==> src/rtl/core/huffman_stream_decoder_core_defines.svh <==
// Assertion macros shared by the decoder RTL.
`ifndef HUFFMAN_STREAM_DECODER_CORE_DEFINES_SVH
`define HUFFMAN_STREAM_DECODER_CORE_DEFINES_SVH
`ifndef ASSERT_OFF
`define HSD_ASSERT_NOW(lbl, ante, cons) \
  lbl: assert property (@(posedge clk) disable iff (rst) (ante) |-> (cons)) \
    else $error("assertion failed");
`define HSD_ASSERT_NEXT(lbl, ante, cons) \
  lbl: assert property (@(posedge clk) disable iff (rst) (ante) |=> (cons)) \
    else $error("assertion failed");
`else
`define HSD_ASSERT_NOW(lbl, ante, cons)
`define HSD_ASSERT_NEXT(lbl, ante, cons)
`endif
`endif

==> src/rtl/core/hsd_ram.sv <==
// Generic simple dual-port RAM with registered read.
`default_nettype none
module hsd_ram #(
  parameter int WIDTH = 8,
  parameter int DEPTH = 16
) (
  input  wire logic                     clk,
  input  wire logic                     we,
  input  wire logic [$clog2(DEPTH)-1:0] waddr,
  input  wire logic [WIDTH-1:0]         wdata,
  input  wire logic [$clog2(DEPTH)-1:0] raddr,
  output logic      [WIDTH-1:0]         rdata
);
  logic [WIDTH-1:0] mem [DEPTH];

  always_ff @(posedge clk) begin
    if (we) begin
      mem[waddr] <= wdata;
    end
    rdata <= mem[raddr];
  end
endmodule
`default_nettype wire

==> config.mk <==
export PLATFORM = sky130hd
export DESIGN_NAME = hsd_ram
export DESIGN_NICKNAME = d
export VERILOG_FILES = /design/src/rtl/core/huffman_stream_decoder_core_defines.svh /design/src/rtl/core/hsd_ram.sv
export SDC_FILE = /design/constraint.sdc
export NUM_CORES = 1
export LEC_CHECK = 0
export BUFFER_PORTS_ARGS = -buffer_cell sky130_fd_sc_hd__clkbuf_2
export CAP_MARGIN = 40
export CORE_AREA = 5 5 128 130
export CTS_BUF_LIST = sky130_fd_sc_hd__clkbuf_8
export DETAILED_ROUTE_END_ITERATION = 10
export DIE_AREA = 0 0 133 135
export GPL_TIMING_DRIVEN = 0
export MAX_ROUTING_LAYER = met4
export PLACE_DENSITY = 0.61
export SETUP_SLACK_MARGIN = 0.1
export SYNTH_ARGS = -nofsm -noshare
export SYNTH_HDL_FRONTEND = slang
export SYNTH_SLANG_ARGS = --single-unit
export TNS_END_PERCENT = 5
==> constraint.sdc <==
create_clock -name clk -period 2.05 [get_ports clk]
set_clock_uncertainty 0.05 [all_clocks]
set_input_delay 0.41 -clock clk [delete_from_list [all_inputs] [get_ports clk]]
set_output_delay 0.41 -clock clk [all_outputs]
set_load 0.01 [all_outputs]
==> impl_results.md <==
- Status: finished clean
- Yosys reg bits: about 140
- Asr flop ratio synth: 0
- Worst EP required: roughly 2.1 ns
- Cell count after synthesis: about 230
- Latest clock arrival within the worst-skew pair: approximately 0.43 ns
- Non-Filler Instances: 476
- Die Span Y: around 140 microns
- Ys flop type: edfxtp_1
- Antenna violations before repair: 0
- Total congestion overflow: 0
- Post-route ant nets: 0
- Worst Setup SP: waddr[2]
- Worst r2r src: mem[15][0]
- First-pass GRT wire length: around 15000 microns
- Crit path kind: in2reg
- Synth cell types: 19
- Routed wire length: between 9000 and 10000 microns
- N_diodes: 0
- RSZ-0062 raised after global routing: no
- Hold path cells: 1
- Sequential fraction of the synthesis area: 0.778
- Hold EP: mem[13][6]
- Hold Crit Start: wdata[6]
- Net Sw Frac: 0.191
- Clk network pwr share: 0.422
- Core Rows: 45
- Initial DRC count: between 150 and 200
- CP startpoint kind: input pin
- Routability cong.: 0.687
- Syn. warnings: 0
- Mapped cell area: a little over 0.005 sq mm
- Largest net degree at the start of global routing: 17
- Die Footprint: approximately 0.018 sq mm
- Setup Buffers After CTS: 0
- Clock-pin slew on the worst setup and hold paths: around 0.07 ns
- Layout cell share with drive strength beyond 1: 0.299
- Root Buffer: clkbuf_8
- Highest Clock Rate: 588 MHz
- Max-Cap Viols: 0
- Hold WC Path Type: in2reg
- Net Count, Synth: 247
- CTS Sinks: between 100 and 150
- Worst slack at placement: -0.110 ns
- DRC: 0
- Setup slack, reg-to-reg: just under 0.6 ns
- Minimum clock period after layout: about 1.7 ns
- PostCTS Resize Cnt: 0
- Post-detailed-route wirelength per cell: 21.0 microns
- H-Tree Depth: 4
- CTS Hold Bufs: 0
- Post-Syn Area per Cell: around 22 sq um
- Total GRT Usage: 0.121
- Routed via count: approximately 2400
- HPWL Detailed: around 6500 microns
- Leakage: ~0.0020 uW
- PwrDens: about 990 mW/mm^2
- Area growth from synthesis to layout: 16.4%
- Internal power: 4790 uW
- # port buffers: 24
- Vias in the first global route: roughly 2500
- Yosys top cell area share: 0.747
- Final Net Count: a little under 300
- Leading area contributor after synthesis: edfxtp_1
- # IOs: 26
- Worst-path maximum fanout: 8
- Fin. max-slew vios: 0
- CTS tree: built
- Combinational power share: 0.051
- Initial Utilization: 0.342
- Vias per cell: 5.05
- Final setup violation count: 0
- EDFF count, synth: between 100 and 150
- Placed cells: around 440
- Post-layout worst setup margin: between 0.3 and 0.4 ns
- Top cells by area, synth: edfxtp_1 75%, mux4_2 7.9%, mux4_1 7.1%, dfxtp_1 3.1%, a22oi_1 2.3%
- Reg power frac: 0.527
- Worst-Margin Slew: between 0.8 and 0.9 ns
- Final Cycle Share: 0.829
- Drt first pass iters: 4
- Slew headroom: 0.433
- Worst vdd ir: about 370 uV
- Core ar.: 0.0150 sq mm
- Crit end category: flip-flop
- FF-to-FF path depth: 3
- Clock buffer depth: 2
- CTS buffer count: 17
- Chip width: about 130 microns
- Net load switching power: 1130 uW
- Worst R2R End: rdata[0]
- WP data arrival: around 1.7 ns
- Final hold violation count: 0
==> through the flow <==
| stage | hold WS, ns | power, uW | TNS [ns] | util | cell area, sq um |
|---|---|---|---|---|---|
| final | 0.390 | 5920 | 0 | 0.399 | 5990 |
| after global routing | 0.392 | 6110 | 0 | 0.399 | 5990 |
| after CTS | 0.372 | 5970 | 0 | 0.399 | 5990 |
| after detailed placement | 0.620 | 3490 | -2.94 | 0.368 | 5530 |
| after global placement | 0.610 | 3480 | -6.46 | 0.366 | 5510 |
| after floorplan | 0.459 | 3350 | 0 | - | 5150 |
==> power by group through the flow <==
stage	logic, uW	clock network, uW	registers, uW
final	304	2500	3120
after global routing	331	2660	3130
after CTS	310	2540	3120
after detailed placement	309	0	3180
after global placement	301	0	3180
after floorplan	158	0	3190
==> layer usage <==
layer	up-vias	routed length, microns	GRT usage
met4	0	149	0.0416
met1	1266	4610	0.160
met5	-	0	-
li1	1061	-	-
met2	60	4740	0.184
met3	17	495	0.0298
==> layout by cell type, fill, tap and decap left out, types with 2 or more instances in the layout <==
master	Yosys	final
a22oi_1	16	16
bufinv_16	0	5
nand2_1	9	9
nor3_1	4	3
mux4_1	14	14
buf_6	3	3
clkbuf_2	0	24
nor2_1	13	13
clkinv_2	0	3
buf_4	1	2
nand3b_1	2	2
nand2b_1	2	2
clkdlybuf4s25_2	3	3
mux4_2	18	18
dfxtp_1	8	8
buf_2	3	5
inv_1	0	3
clkbuf_8	0	21
edfxtp_1	128	128
==> worst max-delay path by stage <==
stage	slack, ns	cells past startpoint	endpoint
global placement	-0.23	3	mem[8][3]
detailed placement	-0.11	3	mem[1][7]
global route	0.30	3	mem[1][0]
floorplan	0.32	2	mem[3][0]
CTS	0.34	3	mem[1][0]
finish	0.35	3	mem[2][0]
==> area by class of cell <==
type | instances | area (sq um)
Sequential cell | 136 | 4000
Timing Repair Buffer | 27 | 138
Clock inverter | 11 | 176
Multi-Input combinational cell | 83 | 1060
Buffer | 10 | 86.3
Tap cell | 188 | 235
Fill cell | 1303 | 9040
Clock buffer | 21 | 289
==> synth_stat cells (2+ instances only) <==
library cell,count
dfxtp_1,8
buf_2,3
nor3_1,4
edfxtp_1,128
mux4_1,14
buf_6,3
nand2b_1,2
mux4_2,18
nand2_1,9
nor2_1,13
a22oi_1,16
nand3b_1,2
clkdlybuf4s25_2,3
==> sequential cells by signal, indices dropped and copies added (netlist names) <==
signal and cells:
mem 128, rdata 8
==> critical path: stages <==
cell and delay, ns:
clkbuf_2 0.10, or3b_2 0.54, nor2_1 0.64
==> kinds of logic (layout without fill, tap and decap cells) <==
family,count (synthesis),count (layout),share of synthesized area
flip-flops,136,136,0.778
multiplexers,32,32,0.150
AO/OA/AOI/OAI,16,16,0.0233
AND/OR/NAND/NOR,35,35,0.0318
buffers and inverters,10,69,0.0168
No activity file was read; power rests on OpenSTA's default activity.
